[config.mk]
export PLATFORM = sky130hd
export DESIGN_NAME = positional_list_table_flat
export DESIGN_NICKNAME = d
export VERILOG_FILES = /design/src/plt_pkg.sv /design/src/plt_if.sv /design/src/positional_list_table.sv /design/src/flat_wrapper.sv
export SDC_FILE = /design/constraint.sdc
export NUM_CORES = 1
export LEC_CHECK = 0
export BUFFER_PORTS_ARGS = -buffer_cell sky130_fd_sc_hd__buf_2
export CAP_MARGIN = 10
export CORE_MARGIN = 1
export CORE_UTILIZATION = 27
export DETAILED_ROUTE_END_ITERATION = 6
export PLACE_DENSITY = 0.47
export SKIP_LAST_GASP = 1
export SLEW_MARGIN = 20
export SYNTH_ARGS = -nofsm -noshare
export SYNTH_HDL_FRONTEND = slang
export SYNTH_SLANG_ARGS = --single-unit
[constraint.sdc]
create_clock -name clock -period 4.84 [get_ports clock]
set_input_delay 0.968 -clock clock [delete_from_list [all_inputs] [get_ports clock]]
set_output_delay 0.968 -clock clock [all_outputs]
set_load 0.01 [all_outputs]
[src/plt_pkg.sv]
`default_nettype none
// ----------------------------------------------------------------------------
// plt_pkg
// Shared types and codes for the positional list table.
// ----------------------------------------------------------------------------
package plt_pkg;

   // Request kinds as they arrive on the request channel.
   typedef enum logic [1:0] {
      KIND_CLEAR  = 2'd0,
      KIND_INSERT = 2'd1,
      KIND_GET    = 2'd2,
      KIND_LOCATE = 2'd3
   } kind_type;

   // Sequencer states of the table controller.
   typedef enum logic [2:0] {
      ST_IDLE,
      ST_SHIFT,
      ST_GET,
      ST_SCAN,
      ST_RESP
   } state_type;

   localparam int unsigned WORD_W = 32;
   localparam int unsigned POS_W  = 5;

endpackage : plt_pkg
`default_nettype wire

[src/plt_if.sv]
`default_nettype none
// ----------------------------------------------------------------------------
// plt_req_if / plt_rsp_if
// Valid/ready channels carrying request and response beats of the table.
// ----------------------------------------------------------------------------
interface plt_req_if;
   logic               valid;
   logic               ready;
   logic [1:0]         kind;
   logic [4:0]         position;
   logic signed [31:0] value;

   modport source (output valid, output kind, output position, output value, input ready);
   modport sink   (input valid, input kind, input position, input value, output ready);
endinterface : plt_req_if

interface plt_rsp_if;
   logic               valid;
   logic               ready;
   logic               status_ok;
   logic signed [31:0] read_value;
   logic [4:0]         found_position;
   logic [4:0]         entry_count;
   logic               is_empty;

   modport source (output valid, output status_ok, output read_value,
                   output found_position, output entry_count, output is_empty,
                   input ready);
   modport sink   (input valid, input status_ok, input read_value,
                   input found_position, input entry_count, input is_empty,
                   output ready);
endinterface : plt_rsp_if
`default_nettype wire

[src/positional_list_table.sv]
`default_nettype none
// ----------------------------------------------------------------------------
// positional_list_table
// Ordered list of signed 32-bit words held in one synchronous memory.
//
// Each request beat on req_chan carries a kind (clear, insert, get, locate),
// a 1-based position and a word. Every request produces exactly one response
// beat on rsp_chan with status, the word read, the position found, the entry
// count after the request and an empty flag.
//
// The block handles one request at a time: req_chan.ready is high only while
// the controller is idle, so the next request is taken the cycle after the
// response beat leaves. The memory, with one entry moved or compared per
// cycle, sets the pace of a walk. Clear and a rejected insert or get answer
// straight from idle and a good get reads its entry first. An insert moves each
// entry at or above the position one slot up, top first, then writes the word;
// a locate compares entries in order until a hit or the end of the list.
//
// A synchronous reset empties the list and drops any pending response; the
// memory is not cleared, since no entry is read before it is written. When the
// receiver holds rsp_chan.ready low the response beat stays on the port
// unchanged and no new request is taken.
// ----------------------------------------------------------------------------
module positional_list_table #(
   parameter int unsigned CAPACITY = 16
) (
   input  wire logic clock,
   input  wire logic reset,
   plt_req_if.sink   req_chan,
   plt_rsp_if.source rsp_chan
);
   import plt_pkg::*;

   // Count width holds CAPACITY itself; address width indexes the memory.
   localparam int unsigned CW   = $clog2(CAPACITY + 1);
   localparam int unsigned AW   = (CAPACITY > 1) ? $clog2(CAPACITY) : 1;
   // Comparison width covers the count, the 5-bit position and one carry.
   localparam int unsigned CMPW = ((CW > POS_W) ? CW : POS_W) + 1;

   // Controller state.
   state_type state_ff, state_in;
   logic [CW-1:0] count_ff, count_in;
   logic [CW-1:0] cur_ff, cur_in;
   logic          pend_ff, pend_in;
   logic [CW-1:0] pend_addr_ff, pend_addr_in;

   // Request held for the duration of its walk.
   logic [POS_W-1:0]         pos_ff, pos_in;
   logic signed [WORD_W-1:0] val_ff, val_in;

   // Response registers.
   logic                     ok_ff, ok_in;
   logic signed [WORD_W-1:0] rd_ff, rd_in;
   logic [POS_W-1:0]         found_ff, found_in;

   // Entry memory.
   logic [WORD_W-1:0] mem [CAPACITY];
   logic              mem_re, mem_we;
   logic [AW-1:0]     mem_raddr, mem_waddr;
   logic [WORD_W-1:0] mem_wdata;
   logic [WORD_W-1:0] mem_rdata_ff;

   // Request decode against the current count.
   logic            accept;
   kind_type        req_kind;
   logic [CMPW-1:0] req_pos_ext, count_ext, req_pos_m1;
   logic            insert_ok, get_ok;

   // Walk conditions.
   logic [CMPW-1:0] cur_ext, pos_ff_ext, found_ext;
   logic            shift_more, scan_more, scan_hit;

   assign accept      = req_chan.valid && req_chan.ready;
   assign req_kind    = kind_type'(req_chan.kind);
   assign req_pos_ext = CMPW'(req_chan.position);
   assign count_ext   = CMPW'(count_ff);
   assign req_pos_m1  = req_pos_ext - CMPW'(1);

   // Insert needs a free slot and a position in 1..count+1; get needs 1..count.
   assign insert_ok = (count_ext < CMPW'(CAPACITY)) && (req_pos_ext != '0) &&
                      (req_pos_ext <= count_ext + CMPW'(1));
   assign get_ok    = (req_pos_ext != '0) && (req_pos_ext <= count_ext);

   assign cur_ext    = CMPW'(cur_ff);
   assign pos_ff_ext = CMPW'(pos_ff);
   // The shift still has entries to move while the write target is above the
   // insertion index (1-based position equals 0-based index + 1).
   assign shift_more = (cur_ext >= pos_ff_ext);
   assign scan_more  = (cur_ff < count_ff);
   assign scan_hit   = pend_ff && (mem_rdata_ff == val_ff);
   assign found_ext  = CMPW'(pend_addr_ff) + CMPW'(1);

   // ------------------------------------------------------------------------
   // Next-state logic.
   // ------------------------------------------------------------------------
   always_comb begin
      state_in = state_ff;
      unique case (state_ff)
         ST_IDLE: begin
            if (accept) begin
               unique case (req_kind)
                  KIND_CLEAR:  state_in = ST_RESP;
                  KIND_INSERT: state_in = insert_ok ? ST_SHIFT : ST_RESP;
                  KIND_GET:    state_in = get_ok ? ST_GET : ST_RESP;
                  KIND_LOCATE: state_in = ST_SCAN;
                  default:     state_in = ST_RESP;
               endcase
            end
         end
         ST_SHIFT: begin
            if (!pend_ff && !shift_more) begin
               state_in = ST_RESP;
            end
         end
         ST_GET: begin
            state_in = ST_RESP;
         end
         ST_SCAN: begin
            if (scan_hit || !scan_more) begin
               state_in = ST_RESP;
            end
         end
         ST_RESP: begin
            if (rsp_chan.ready) begin
               state_in = ST_IDLE;
            end
         end
         default: state_in = ST_IDLE;
      endcase
   end

   // ------------------------------------------------------------------------
   // Datapath and memory control.
   // ------------------------------------------------------------------------
   always_comb begin
      count_in     = count_ff;
      cur_in       = cur_ff;
      pend_in      = pend_ff;
      pend_addr_in = pend_addr_ff;
      pos_in       = pos_ff;
      val_in       = val_ff;
      ok_in        = ok_ff;
      rd_in        = rd_ff;
      found_in     = found_ff;
      mem_re       = 1'b0;
      mem_raddr    = req_pos_m1[AW-1:0];
      mem_we       = 1'b0;
      mem_waddr    = cur_ff[AW-1:0];
      mem_wdata    = val_ff;

      unique case (state_ff)
         ST_IDLE: begin
            if (accept) begin
               pos_in   = req_chan.position;
               val_in   = req_chan.value;
               ok_in    = 1'b0;
               rd_in    = '0;
               found_in = '0;
               pend_in  = 1'b0;
               unique case (req_kind)
                  KIND_CLEAR: begin
                     count_in = '0;
                     ok_in    = 1'b1;
                  end
                  KIND_INSERT: begin
                     // First move writes the slot just above the top entry.
                     cur_in = count_ff;
                  end
                  KIND_GET: begin
                     mem_re = get_ok;
                  end
                  KIND_LOCATE: begin
                     cur_in = '0;
                  end
                  default: ;
               endcase
            end
         end
         ST_SHIFT: begin
            // Read the entry below the write target; it is written one slot
            // up in the next cycle, overlapped with the following read.
            if (shift_more) begin
               mem_re       = 1'b1;
               mem_raddr    = cur_ff[AW-1:0] - AW'(1);
               cur_in       = cur_ff - CW'(1);
               pend_in      = 1'b1;
               pend_addr_in = cur_ff;
            end else begin
               pend_in = 1'b0;
            end
            if (pend_ff) begin
               mem_we    = 1'b1;
               mem_waddr = pend_addr_ff[AW-1:0];
               mem_wdata = mem_rdata_ff;
            end else if (!shift_more) begin
               // Gap is open at the insertion index: drop the new word in.
               mem_we    = 1'b1;
               mem_waddr = cur_ff[AW-1:0];
               mem_wdata = val_ff;
               count_in  = count_ff + CW'(1);
               ok_in     = 1'b1;
            end
         end
         ST_GET: begin
            rd_in = mem_rdata_ff;
            ok_in = 1'b1;
         end
         ST_SCAN: begin
            if (scan_hit) begin
               ok_in    = 1'b1;
               found_in = found_ext[POS_W-1:0];
            end else if (scan_more) begin
               mem_re       = 1'b1;
               mem_raddr    = cur_ff[AW-1:0];
               cur_in       = cur_ff + CW'(1);
               pend_in      = 1'b1;
               pend_addr_in = cur_ff;
            end
         end
         ST_RESP: ;
         default: ;
      endcase
   end

   // ------------------------------------------------------------------------
   // Registers.
   // ------------------------------------------------------------------------
   always_ff @(posedge clock) begin
      if (reset) begin
         state_ff <= ST_IDLE;
         count_ff <= '0;
         pend_ff  <= 1'b0;
      end else begin
         state_ff <= state_in;
         count_ff <= count_in;
         pend_ff  <= pend_in;
      end
   end

   always_ff @(posedge clock) begin
      cur_ff       <= cur_in;
      pend_addr_ff <= pend_addr_in;
      pos_ff       <= pos_in;
      val_ff       <= val_in;
      ok_ff        <= ok_in;
      rd_ff        <= rd_in;
      found_ff     <= found_in;
   end

   // Entry memory: one write port, one registered read port.
   always_ff @(posedge clock) begin
      if (mem_we) begin
         mem[mem_waddr] <= mem_wdata;
      end
   end

   always_ff @(posedge clock) begin
      if (mem_re) begin
         mem_rdata_ff <= mem[mem_raddr];
      end
   end

   // ------------------------------------------------------------------------
   // Channel outputs.
   // ------------------------------------------------------------------------
   assign req_chan.ready          = (state_ff == ST_IDLE);
   assign rsp_chan.valid          = (state_ff == ST_RESP);
   assign rsp_chan.status_ok      = ok_ff;
   assign rsp_chan.read_value     = rd_ff;
   assign rsp_chan.found_position = found_ff;
   assign rsp_chan.entry_count    = count_ext[POS_W-1:0];
   assign rsp_chan.is_empty       = (count_ff == '0);

endmodule : positional_list_table
`default_nettype wire

[src/flat_wrapper.sv]
// flat-port wrapper written by rule: the top's interface ports become plain ports
module positional_list_table_flat import plt_pkg::*;
#(
   parameter int unsigned CAPACITY = 16
)
  (clock, reset, req_chan_valid, req_chan_kind, req_chan_position, req_chan_value, req_chan_ready, rsp_chan_valid, rsp_chan_status_ok, rsp_chan_read_value, rsp_chan_found_position, rsp_chan_entry_count, rsp_chan_is_empty, rsp_chan_ready);
  plt_req_if req_chan_i ();
  plt_rsp_if rsp_chan_i ();
  input  wire logic clock;
  input  wire logic reset;
  input wire logic [$bits(req_chan_i.valid)-1:0] req_chan_valid;
  input wire logic [$bits(req_chan_i.kind)-1:0] req_chan_kind;
  input wire logic [$bits(req_chan_i.position)-1:0] req_chan_position;
  input wire logic [$bits(req_chan_i.value)-1:0] req_chan_value;
  output wire logic [$bits(req_chan_i.ready)-1:0] req_chan_ready;
  output wire logic [$bits(rsp_chan_i.valid)-1:0] rsp_chan_valid;
  output wire logic [$bits(rsp_chan_i.status_ok)-1:0] rsp_chan_status_ok;
  output wire logic [$bits(rsp_chan_i.read_value)-1:0] rsp_chan_read_value;
  output wire logic [$bits(rsp_chan_i.found_position)-1:0] rsp_chan_found_position;
  output wire logic [$bits(rsp_chan_i.entry_count)-1:0] rsp_chan_entry_count;
  output wire logic [$bits(rsp_chan_i.is_empty)-1:0] rsp_chan_is_empty;
  input wire logic [$bits(rsp_chan_i.ready)-1:0] rsp_chan_ready;
  assign req_chan_i.valid = req_chan_valid;
  assign req_chan_i.kind = req_chan_kind;
  assign req_chan_i.position = req_chan_position;
  assign req_chan_i.value = req_chan_value;
  assign req_chan_ready = req_chan_i.ready;
  assign rsp_chan_valid = rsp_chan_i.valid;
  assign rsp_chan_status_ok = rsp_chan_i.status_ok;
  assign rsp_chan_read_value = rsp_chan_i.read_value;
  assign rsp_chan_found_position = rsp_chan_i.found_position;
  assign rsp_chan_entry_count = rsp_chan_i.entry_count;
  assign rsp_chan_is_empty = rsp_chan_i.is_empty;
  assign rsp_chan_i.ready = rsp_chan_ready;
  positional_list_table #(.CAPACITY(CAPACITY)) u_core (.clock(clock), .reset(reset), .req_chan(req_chan_i), .rsp_chan(rsp_chan_i));
endmodule
Word-level counts from Yosys, hierarchy flattened --
Memory sizes are Yosys's and may differ from the RTL's. A register that Yosys moved wholly into a read port is not among the register bits. Cells that the tools add are included.
Cells by class: add/subtract/negate cells 7, $lt $le $gt $ge 5, equality and inequality tests 20, muxes and demuxes 57, reduce and logical (&&, ||, !) cells 29
Operator list (count):
- 2-to-1 mux 32 bit | 3
- 2-to-1 mux 5 bit | 13
- case mux 32 bit (2 select lines) | 1
- case mux 5 bit (2 select lines) | 4
- == test 32 bit | 1
- 2-to-1 mux 4 bit | 5
- 2-to-1 mux 1 bit | 18
- 2-to-1 mux 3 bit | 6
- adder 5 x 1 -> 5 bit (second input constant) | 3
- case mux 3 bit (5 select lines) | 1
- case mux 5 bit (3 select lines) | 1
- != test 2 x 1 -> 1 bit (second input constant) | 6
- case mux 3 bit (4 select lines) | 1
- AND reduction 4 bit | 3
- != test 2 bit (second input constant) | 5
- AND reduction 5 bit | 2
- case mux 4 bit (2 select lines) | 1
- nonzero test 2 bit | 4
- subtractor 4 x 1 -> 4 bit (second input constant) | 2
- adder 5 x 1 -> 6 bit (second input constant) | 1
- == test 3 x 2 -> 1 bit (second input constant) | 2
- less-or-equal comparator 5 x 6 -> 1 bit | 1
- logical AND 1 bit | 6
- case mux 1 bit (3 select lines) | 2
- 22 further kinds | 26
Storage, ports and cells: flip-flop bits (word level) 94, memory bits (writable) 512, bits of input ports 43, output and inout port bits 46, logic and storage cells 129, memories 1
Memory list:
- u_core.mem | words 16, bits a word 32, rd ports 1, clocked after memory_dff 1, write ports 1, line positional_list_table.sv:57 | logic [WORD_W-1:0] mem [CAPACITY];

Depth between registers and ports, before layout --
Gate-level depths: netlist (run 1).
depth after elaboration 7, gate-level depth with buffers 14, depth with buffers taken out 13

Worst setup path before layout (run 1) --
No wires, ideal clock.
kind reg-to-reg, start point register u_core.cur_ff[0], end point memory u_core.mem[10][0], enable pin, library setup time 421 ps, arrival 3940 ps, setup slack 479 ps, cell stages (with the launch flop) 11, path buffers 1, clock period less this slack 4361 ps, cells stage by stage edfxtp_1 buf_6 inv_1 ha_1 nand2b_1 a21o_1 a21o_1 a21o_1 a2111oi_2 a41oi_1 nor2_1
On the way: longest elaborated chain between the ends 6, elaborated cells on any way between the ends 8, classes of those cells order compare: 1; mux: 7
RTL lines:
- start, declared | line positional_list_table.sv:43 | logic [CW-1:0] cur_ff, cur_in;
- start signal, assigned | line positional_list_table.sv:241 | cur_ff <= cur_in;
- greater-or-equal comparator 5 bit | line positional_list_table.sv:88 | assign shift_more = (cur_ext >= pos_ff_ext);
- 2-to-1 mux 1 bit | line positional_list_table.sv:195 | end else if (!shift_more) begin
- 2-to-1 mux 1 bit | line positional_list_table.sv:191 | if (pend_ff) begin
- 2-to-1 mux 1 bit | line positional_list_table.sv:151 | unique case (state_ff)
- 2-to-1 mux 1 bit | line positional_list_table.sv:252 | if (mem_we) begin
- 2-to-1 mux 1 bit (implied by the code) | line positional_list_table.sv:253 | mem[mem_waddr] <= mem_wdata;
- end, declared | line positional_list_table.sv:57
Parallel ways exist; a longest one is shown, timed or not.

Final worst setup path (run 1) --
start point register u_core.mem_rdata_ff[22], read port of u_core.mem, end point register u_core.mem_rdata_ff[31], read port of u_core.mem, data pin
On the way: longest elaborated chain between the ends 4, elaborated cells on any way between the ends 6, classes of those cells eq/ne: 1; mux: 4; reduce/logical: 1
RTL lines:
- start, declared | line positional_list_table.sv:61 | logic [WORD_W-1:0] mem_rdata_ff;
- == test 32 bit * | line positional_list_table.sv:90 | assign scan_hit = pend_ff && (mem_rdata_ff == val_ff);
- logical AND 1 bit * | line positional_list_table.sv:90
- 2-to-1 mux 1 bit / 2-to-1 mux 4 bit (equally long branches) | line positional_list_table.sv:209 | if (scan_hit) begin
- case mux 1 bit (3 select lines) / case mux 4 bit (2 select lines) (equally long branches) | line positional_list_table.sv:151
Mark *: on every way between the ends. The rest lies on a longest branch, timed or not. A chain may end at the register's enable or synchronous reset.

==> results of run 1 <==
-- logic make-up after synthesis --
group | Yosys count | share of synthesized area [%]
AO/OA/AOI/OAI | 233 | 6.73
XOR/XNOR | 44 | 1.48
adder cells (fa/ha/maj) | 29 | 1.42
buffers and inverters | 100 | 2.07
flip-flops | 638 | 73.2
multiplexers | 258 | 10.1
AND/OR/NAND/NOR | 221 | 5.06
-- state kept, by name (all words and copies together) (netlist names) --
name,cells
u_core.mem,512
u_core.mem_rdata_ff,32
u_core.rsp_chan.read_value,32
u_core.val_ff,32
u_core.cur_ff,5
u_core.pend_addr_ff,5
u_core.pos_ff,5
u_core.rsp_chan.entry_count,5
u_core.rsp_chan.found_position,5
u_core.state_ff,3
u_core.pend_ff,1
u_core.rsp_chan.status_ok,1
-- layout make-up --
class,count,share of cell area [%]
flip-flops and latches,638,61.7
multi-input cells,785,21.5
clock buffers,84,6.05
well taps,1265,5.12
repair buffers,152,3.87
clock inverters,45,1.52
inverters,18,0.219
-- worst max path at each step --
stage                              endpoint  slack, ns  cells after the start
floorplan                 u_core.mem[10][0]       0.48                     10
global placement    u_core.mem_rdata_ff[19]       0.61                     10
detailed placement  u_core.mem_rdata_ff[31]       0.59                     10
CTS                 u_core.mem_rdata_ff[31]       0.57                     10
global route        u_core.mem_rdata_ff[29]       0.43                     10
finish              u_core.mem_rdata_ff[31]       0.59                     10
-- placed cells by master (no fill, tap or decap), drive strengths merged, types with 3 or more instances in the layout --
master | Yosys | layout
dfxtp | 9 | 9
a31oi | 6 | 6
a21o | 7 | 7
nand2b | 5 | 5
nor2 | 40 | 40
or3 | 3 | 3
a211oi | 68 | 68
and3 | 35 | 35
a211o | 3 | 3
inv | 18 | 21
bufinv | 0 | 8
clkinv | 0 | 33
nor3 | 7 | 7
ha | 28 | 28
o21ai | 13 | 13
edfxtp | 629 | 629
nor2b | 5 | 5
o21a | 6 | 6
o22ai | 98 | 98
mux2i | 225 | 225
clkbuf | 28 | 84
nor4b | 5 | 5
and2 | 36 | 36
a21oi | 15 | 15
nand3 | 12 | 12
mux2 | 33 | 33
nor4 | 4 | 4
nand4 | 11 | 11
xnor2 | 37 | 37
buf | 54 | 152
or4 | 33 | 33
xor2 | 7 | 7
nand2 | 16 | 16
nor3b | 6 | 6
-- power groups by stage --
stage / registers (mW) / logic (mW) / clock network [mW]
after global routing: 6.94 / 3.48 / 5.77
after detailed placement: 7.02 / 3.27 / 0
after CTS: 6.91 / 3.28 / 5.56
after floorplan: 6.99 / 2.04 / 0
final: 6.91 / 3.22 / 5.42
after global placement: 7.02 / 3.22 / 0
-- worst reg2reg max path, stage by stage, from the launching register on --
cell and delay, ns:
edfxtp_1 0.45, xnor2_1 0.46, nand4_1 0.35, nor4_2 0.53
nand3_1 0.28, a211o_1 0.35, o211ai_2 0.15, or3_2 0.42
buf_12 0.29, o22ai_1 0.15, or4_1 0.55
-- metrics by stage --
step | util (%) | cell area, um^2
3_5_place_dp | 30.0 | 28500
2_1_floorplan | - | 26100
4_1_cts | 32.4 | 30900
5_1_grt | 32.4 | 30900
3_3_place_gp | 29.9 | 28500
6_report | 32.4 | 30900
-- synth_stat cells, drive strengths merged, types with 6 or more instances --
library cell / count
edfxtp: 629
mux2i: 225
o22ai: 98
a211oi: 68
buf: 54
nor2: 40
xnor2: 37
and2: 36
and3: 35
mux2: 33
or4: 33
clkbuf: 28
ha: 28
inv: 18
nand2: 16
a21oi: 15
o21ai: 13
nand3: 12
nand4: 11
dfxtp: 9
a21o: 7
nor3: 7
xor2: 7
a31oi: 6
nor3b: 6
o21a: 6
-- layer usage --
layer,GRT usage [%],vias up
li1,-,6411
met3,2.76,95
met1,21.0,7363
met2,23.0,378
met4,4.07,0
met5,0,-
==> results by group, run 1 <==
Outcome
  • Status: finished clean

Final layout
  • Layout cells sized above 1: approximately 20%
  • Post-route non-filler standard cell count: roughly 3.0k
  • Fin nets: between 1.5k and 2k
  • Antenna diode count: 0
  • Multi-input logic area: about 6600 um^2
  • Register area: approximately 19000 um^2
  • P&R area growth vs syn: 18.5%
  • FILL cells: around 9k

GRT
  • Number of global-route vias before repair: between 10k and 15k
  • Pin count of the biggest net entering global routing: 66
  • Initial antenna violation count: 4
  • Total global routing overflow: 0
  • Global-route wire length before repair: between 100000 and 150000 um
  • Total track usage: between 10% and 20%

Power
  • Switching power: 4.46 mW
  • Comb power frac: between 20% and 30%
  • Clock power share: 34.9%
  • Switch share: ~29%
  • Sequential Power Share: approximately 44%
  • PD cells: 504 nW/um^2
  • Total power: 15.6 mW
  • Maximum vdd ir drop: between 0.0002 and 0.00025 V
  • P_leak: between 10 and 15 nW
  • Int Pwr: 11.1 mW

Synth
  • YS warnings: 0
  • Synth Net Count: between 1.5k and 2k
  • Distinct cells, synth: 60
  • Seq cells post-synth: ~640
  • Sequential area share after synthesis: between 70% and 80%
  • Syn Inst Count: ~1.5k
  • EDFF count, synth: roughly 630
  • Ys flop type: edfxtp_1
  • Ys async rst share: 0%
  • Share of the synthesized area in the top cell type: 72.5%
  • Area leader, netlist: edfxtp_1
  • Syn avg cell area: roughly 17 um^2
  • Largest cells by area after synthesis: edfxtp_1 (72%), mux2i_1 (8.6%), o22ai_1 (2.4%)
  • Synthesized cell area: ~26000 um^2

Placed design
  • I/O Buffers: 88
  • Routability Congestion: 0.781
  • Dpl cells: 2858
  • Pre-CTS WS: about 0.59 ns
  • DP Wirelength: roughly 43000 um

Critical path
  • Reg2reg end: u_core.mem_rdata_ff[31]
  • Reg2Reg Depth: 10
  • Worst R2R Setup Slack: around 0.59 ns
  • Crit path max fanout: 23
  • Crit path launch: u_core.mem_rdata_ff[22]
  • Crit path DAT: between 4 and 5 ns
  • Crit path buf inv count: 1
  • Crit path kind: register to register
  • Critical-path cell list: xnor2_1, nand4_1, nor4_2, nand3_1, a211o_1, o211ai_2, or3_2, buf_12, o22ai_1, or4_1
  • Worst EP required: 5.18 ns
  • Startpoint Class: register
  • Worst reg2reg path startpoint: u_core.mem_rdata_ff[22]
  • CP endpoint kind: register
  • CP max-delay cell: or4_1
  • Cell family with most CP delay: simple AND/OR/NAND/NOR gates
  • CP peak stage delay: between 0.5 and 0.6 ns

Route
  • Antenna viol nets, final: 0
  • Max Used Layer: met4
  • Routed wl met3: 3440 um
  • Vias: between 10k and 15k
  • Pre-Repair DR Iteration Count: 5
  • Drt wl/cell: 24.3 um
  • Routed vias/inst: 4.77
  • DR iter-0 viols: 1200
  • WL final: 72700 um
  • DR WL met2: between 30000 and 40000 um
  • Remaining DRCs: 0
  • WL met1: 34300 um

Clock network
  • H-Tree Depth: 3
  • Clock buffer depth: 3
  • CTS Sinks: about 640
  • Setup Fix Bufs, Post-CTS: 0
  • Later-pin clock latency in the skew report: slightly above 0.6 ns
  • CTS resizes: 0
  • Clk slew on worst S/H paths: roughly 0.060 ns
  • Clk Tree Root Cell: clkbuf_16
  • Total CTS buffers: 71
  • CTS tree: yes
  • CTS Hold Bufs: 0

Timing
  • Endpoints failing setup: 0
  • Hold WS: roughly 0.52 ns
  • RSZ-0062 raised after global routing: no
  • Final setup TNS: 0 ns
  • Final Hold Viols: 0
  • Setup WS post-layout: around 0.59 ns
  • Final Max Tran Viols: 0
  • Worst rel slew slack: between 20% and 30%
  • Worst Skew: roughly 0.027 ns
  • Tightest Pin Transition: approximately 1.1 ns
  • Min cycle time layout: about 4.2 ns
  • Tcrit/Tclk final: between 80% and 90%
  • Max Fclk: 235 MHz

Floorplan
  • Row count: 113
  • Core footprint: around 95000 um^2
  • Die area: between 90000 and 100000 um^2
  • Die X: 313 um
  • Starting Density: 27.3%
  • I/O pin count: approximately 90
  • Die H: between 300 and 400 um

Hold path
  • Hold WC Path Type: primary input to register
  • Hold Path Depth: 1
  • WHS Endpoint: u_core.val_ff[21]
  • Min-delay src: req_chan_value[21]

Job
  • Maxcap violations: 0
Power figures use the tool's default switching activity.
==> run 2, diff against run 1 <==
--- a/config.mk
+++ b/config.mk
@@ -5,12 +5,13 @@
 export SDC_FILE = /design/constraint.sdc
 export NUM_CORES = 1
 export LEC_CHECK = 0
+export ABC_AREA = 1
 export BUFFER_PORTS_ARGS = -buffer_cell sky130_fd_sc_hd__buf_2
 export CAP_MARGIN = 10
 export CORE_MARGIN = 1
 export CORE_UTILIZATION = 27
 export DETAILED_ROUTE_END_ITERATION = 6
-export PLACE_DENSITY = 0.47
+export PLACE_DENSITY = 0.43
 export SKIP_LAST_GASP = 1
 export SLEW_MARGIN = 20
 export SYNTH_ARGS = -nofsm -noshare
==> run 2 against run 1 <==
Register-to-register slack gained 0.43 ns; worst hold slack got worse by 0.011 ns; maximum frequency grew 11%; setup slack improved by 0.43 ns; via count grew 37%; count of clock-buffer cells in the layout rose by 10; routed wire length grew 21%; clock skew down 0.0019 ns; combinational power is 73% higher; sequential cell count stayed put; sequential power rose by 3.6%; critical endpoint is now u_core.mem_rdata_ff[27].
==> results by group, run 2 <==
Timing
  • Tightest Pin Transition: 1.09 ns
  • Worst rel slew slack: a little over a quarter
  • Min cycle time layout: 3.82 ns
  • Setup WS post-layout: ~1.0 ns
  • RSZ-0062 raised after global routing: no
  • Final setup TNS: 0 ns
  • Tcrit/Tclk final: between 70% and 80%
  • Endpoints failing setup: 0
  • Worst Skew: approximately 0.025 ns
  • Final Hold Viols: 0
  • Max Fclk: approximately 260 MHz
  • Final Max Tran Viols: 0

Placed design
  • I/O Buffers: slightly below 90
  • Dpl cells: ~4.1k
  • Pre-CTS WS: 1.00 ns
  • DP Wirelength: about 49000 um
  • Routability Congestion: a little over 0.8
  • DP Area: a little over 30000 um^2

Floorplan
  • Die H: between 300 and 400 um
  • Row count: roughly 120
  • Die X: roughly 330 um
  • Die area: between 100000 and 150000 um^2
  • I/O pin count: 89
  • Starting Density: a little over a quarter
  • Core footprint: between 100000 and 150000 um^2

Synth
  • Largest cells by area after synthesis: edfxtp_1 (66%), nand2_1 (12%), nand3_1 (7.2%)
  • Share of the synthesized area in the top cell type: about 66%
  • Sequential area share after synthesis: between 60% and 70%
  • Synth Net Count: about 2.8k
  • YS warnings: 0
  • EDFF count, synth: 629
  • Area leader, netlist: edfxtp_1
  • Syn Inst Count: roughly 2.7k
  • Ys flop type: edfxtp_1
  • Ys async rst share: 0%
  • Syn avg cell area: 10.5 um^2
  • Distinct cells, synth: 38
  • Seq cells post-synth: 638
  • Synthesized cell area: 28600 um^2
  • Top cells by count, synth: nand2_1 (902), edfxtp_1 (629), nand3_1 (413)
  • Top-count cell post-synth: nand2_1

Critical path
  • Crit path kind: register to register
  • CP max-delay cell: buf_4
  • Worst R2R Setup Slack: slightly above 1 ns
  • Critical-path cell list: inv_1, nand2_1, nand2_1, nand2_1, nor2_1, nand2_1, nor2_1, nand3_2, nand2_1, inv_1, nand3_1, nand3_4, inv_2, buf_4, nand3_1, nand2_1, nand2_1, nand2_1
  • Worst EP required: around 5.3 ns
  • Crit path DAT: about 4.3 ns
  • Crit path max fanout: between 40 and 50
  • Reg2Reg Depth: 18
  • Worst reg2reg path startpoint: u_core.mem_rdata_ff[26]
  • Most Frequent Cell on Critical Path: nand2_1
  • CP peak stage delay: around 0.70 ns
  • Startpoint Class: register
  • CP endpoint kind: register
  • Reg2reg end: u_core.mem_rdata_ff[27]

Power
  • Maximum vdd ir drop: 0.000344 V
  • Total power: between 15 and 20 mW
  • Comb power frac: 30.7%
  • Switch share: 36.0%
  • Int Pwr: around 12 mW
  • Sequential Power Share: 39.5%
  • Clock power share: roughly 30%
  • PD cells: approximately 540 nW/um^2
  • P_leak: between 10 and 15 nW
  • Switching power: around 6.5 mW

Final layout
  • Most common cell after layout, fill and taps aside: nand2_1
  • Multi-input logic area: approximately 8100 um^2
  • Most frequent cells in the layout: nand2_1 (899), edfxtp_1 (629), nand3_1 (411)
  • FILL cells: between 10k and 15k
  • Max FFs per register: between 500 and 600
  • Largest Register: u_core.mem
  • Layout cells sized above 1: 10.9%
  • P&R area growth vs syn: 16.9%
  • Register area: 19100 um^2
  • Post-route non-filler standard cell count: 4266
  • Antenna diode count: 0
  • Final Cell Area: between 30000 and 40000 um^2
  • Fin nets: roughly 2.9k

GRT
  • Global-route wire length before repair: between 100000 and 150000 um
  • Number of global-route vias before repair: 19.2k
  • Total global routing overflow: 0
  • Initial antenna violation count: 2
  • Pin count of the biggest net entering global routing: around 130
  • Total track usage: around 16%

Route
  • Remaining DRCs: 0
  • Routed vias/inst: 4.59
  • DR iter-0 viols: roughly 1.6k
  • Vias: slightly below 20k
  • WL final: slightly below 90000 um
  • Drt wl/cell: between 20 and 25 um
  • Pre-Repair DR Iteration Count: 5
  • Antenna viol nets, final: 0

Hold path
  • Min-delay src: req_chan_value[15]
  • Hold Path Depth: 1
  • WHS Endpoint: u_core.val_ff[15]
  • Hold WC Path Type: primary input to register

Clock network
  • Clk Tree Root Cell: clkbuf_16
  • H-Tree Depth: 3
  • CTS tree: yes
  • CTS Hold Bufs: 0
  • CTS Sinks: about 640
  • Setup Fix Bufs, Post-CTS: 0
  • Later-pin clock latency in the skew report: between 0.6 and 0.7 ns
  • Clk slew on worst S/H paths: roughly 0.06 ns
  • Total CTS buffers: 74
  • Clock buffer depth: 3
  • CTS resizes: 0

Job
  • Maxcap violations: 0

Outcome
  • Status: finished clean
[run 2: changes by cell type in the layout (fill, tap and decap cells not counted), sizes merged, moves of 36 or more]
cell    delta
and2      -36
mux2i    -225
nand3    +402
o22ai     -98
nor2      +68
nand3b   +130
nand2    +889
a211oi    -68
o21ai     +44
inv      +237
[run 2: cells by family (layout without fill, tap and decap cells)]
family,Yosys count,in the layout,synth area share (%)
AOI/OAI and AO/OA,78,78,1.46
xor gates and xnor gates,16,16,0.490
adders and majority gates,29,29,1.29
buffers and inverters,401,547,5.83
DFF,638,638,66.7
and+or+nand+nor,1567,1567,24.3
[run 2: metrics by stage]
step / hold slack (ns) / utilization (%)
detailed placement: 0.525 / 29.6
finish: 0.512 / 31.8
global route: 0.494 / 31.8
floorplan: 0.471 / -
global placement: 0.531 / 29.6
CTS: 0.478 / 31.8
[run 2: critical path, delay by kind of cell (launching register included)]
family	cells	cell delay, ns
AND/OR/NAND/NOR	14	1.89
buffers and inverters	4	1.34
flip-flops	1	0.41
[run 2: cell type report]
class | count | share of cell area (%)
Sequential cell | 638 | 57.0
Multi-Input combinational cell | 1690 | 24.3
Clock buffer | 94 | 5.89
Tap cell | 1391 | 5.20
Timing Repair Buffer | 160 | 3.72
Inverter | 258 | 2.90
Clock inverter | 35 | 1.01
[run 2: how the worst max path moves through the flow]
stage | from | endpoint | slack (ns) | cells past startpoint
floorplan | req_chan_valid | u_core.mem_rdata_ff[0] | 0.21 | 4
global placement | req_chan_position[0] | u_core.mem_rdata_ff[17] | 1.03 | 15
detailed placement | u_core.val_ff[25] | u_core.mem_rdata_ff[27] | 1.00 | 18
CTS | u_core.val_ff[25] | u_core.mem_rdata_ff[27] | 0.98 | 18
global route | u_core.mem_rdata_ff[26] | u_core.mem_rdata_ff[26] | 0.71 | 19
finish | u_core.mem_rdata_ff[26] | u_core.mem_rdata_ff[27] | 1.02 | 18
[run 2: power by group through the flow]
| stage | sequential (mW) | combinational [mW] | clock [mW] |
|---|---|---|---|
| floorplan | 7.26 | 3.57 | 0 |
| global placement | 7.27 | 5.60 | 0 |
| detailed placement | 7.28 | 5.60 | 0 |
| CTS | 7.17 | 5.63 | 5.53 |
| global route | 7.20 | 6.25 | 5.72 |
| finish | 7.16 | 5.56 | 5.39 |
[run 2: per-layer routing]
metal | GRT usage (%) | routed length (um) | share of wire, % | up-vias
met5 | 0 | 9 | 0.010 | -
met3 | 2.66 | 4620 | 5.3 | 109
li1 | - | - | - | 9371
met1 | 22.5 | 40500 | 46 | 9591
met4 | 4.18 | 1570 | 1.8 | 2
met2 | 26.6 | 41100 | 47 | 513
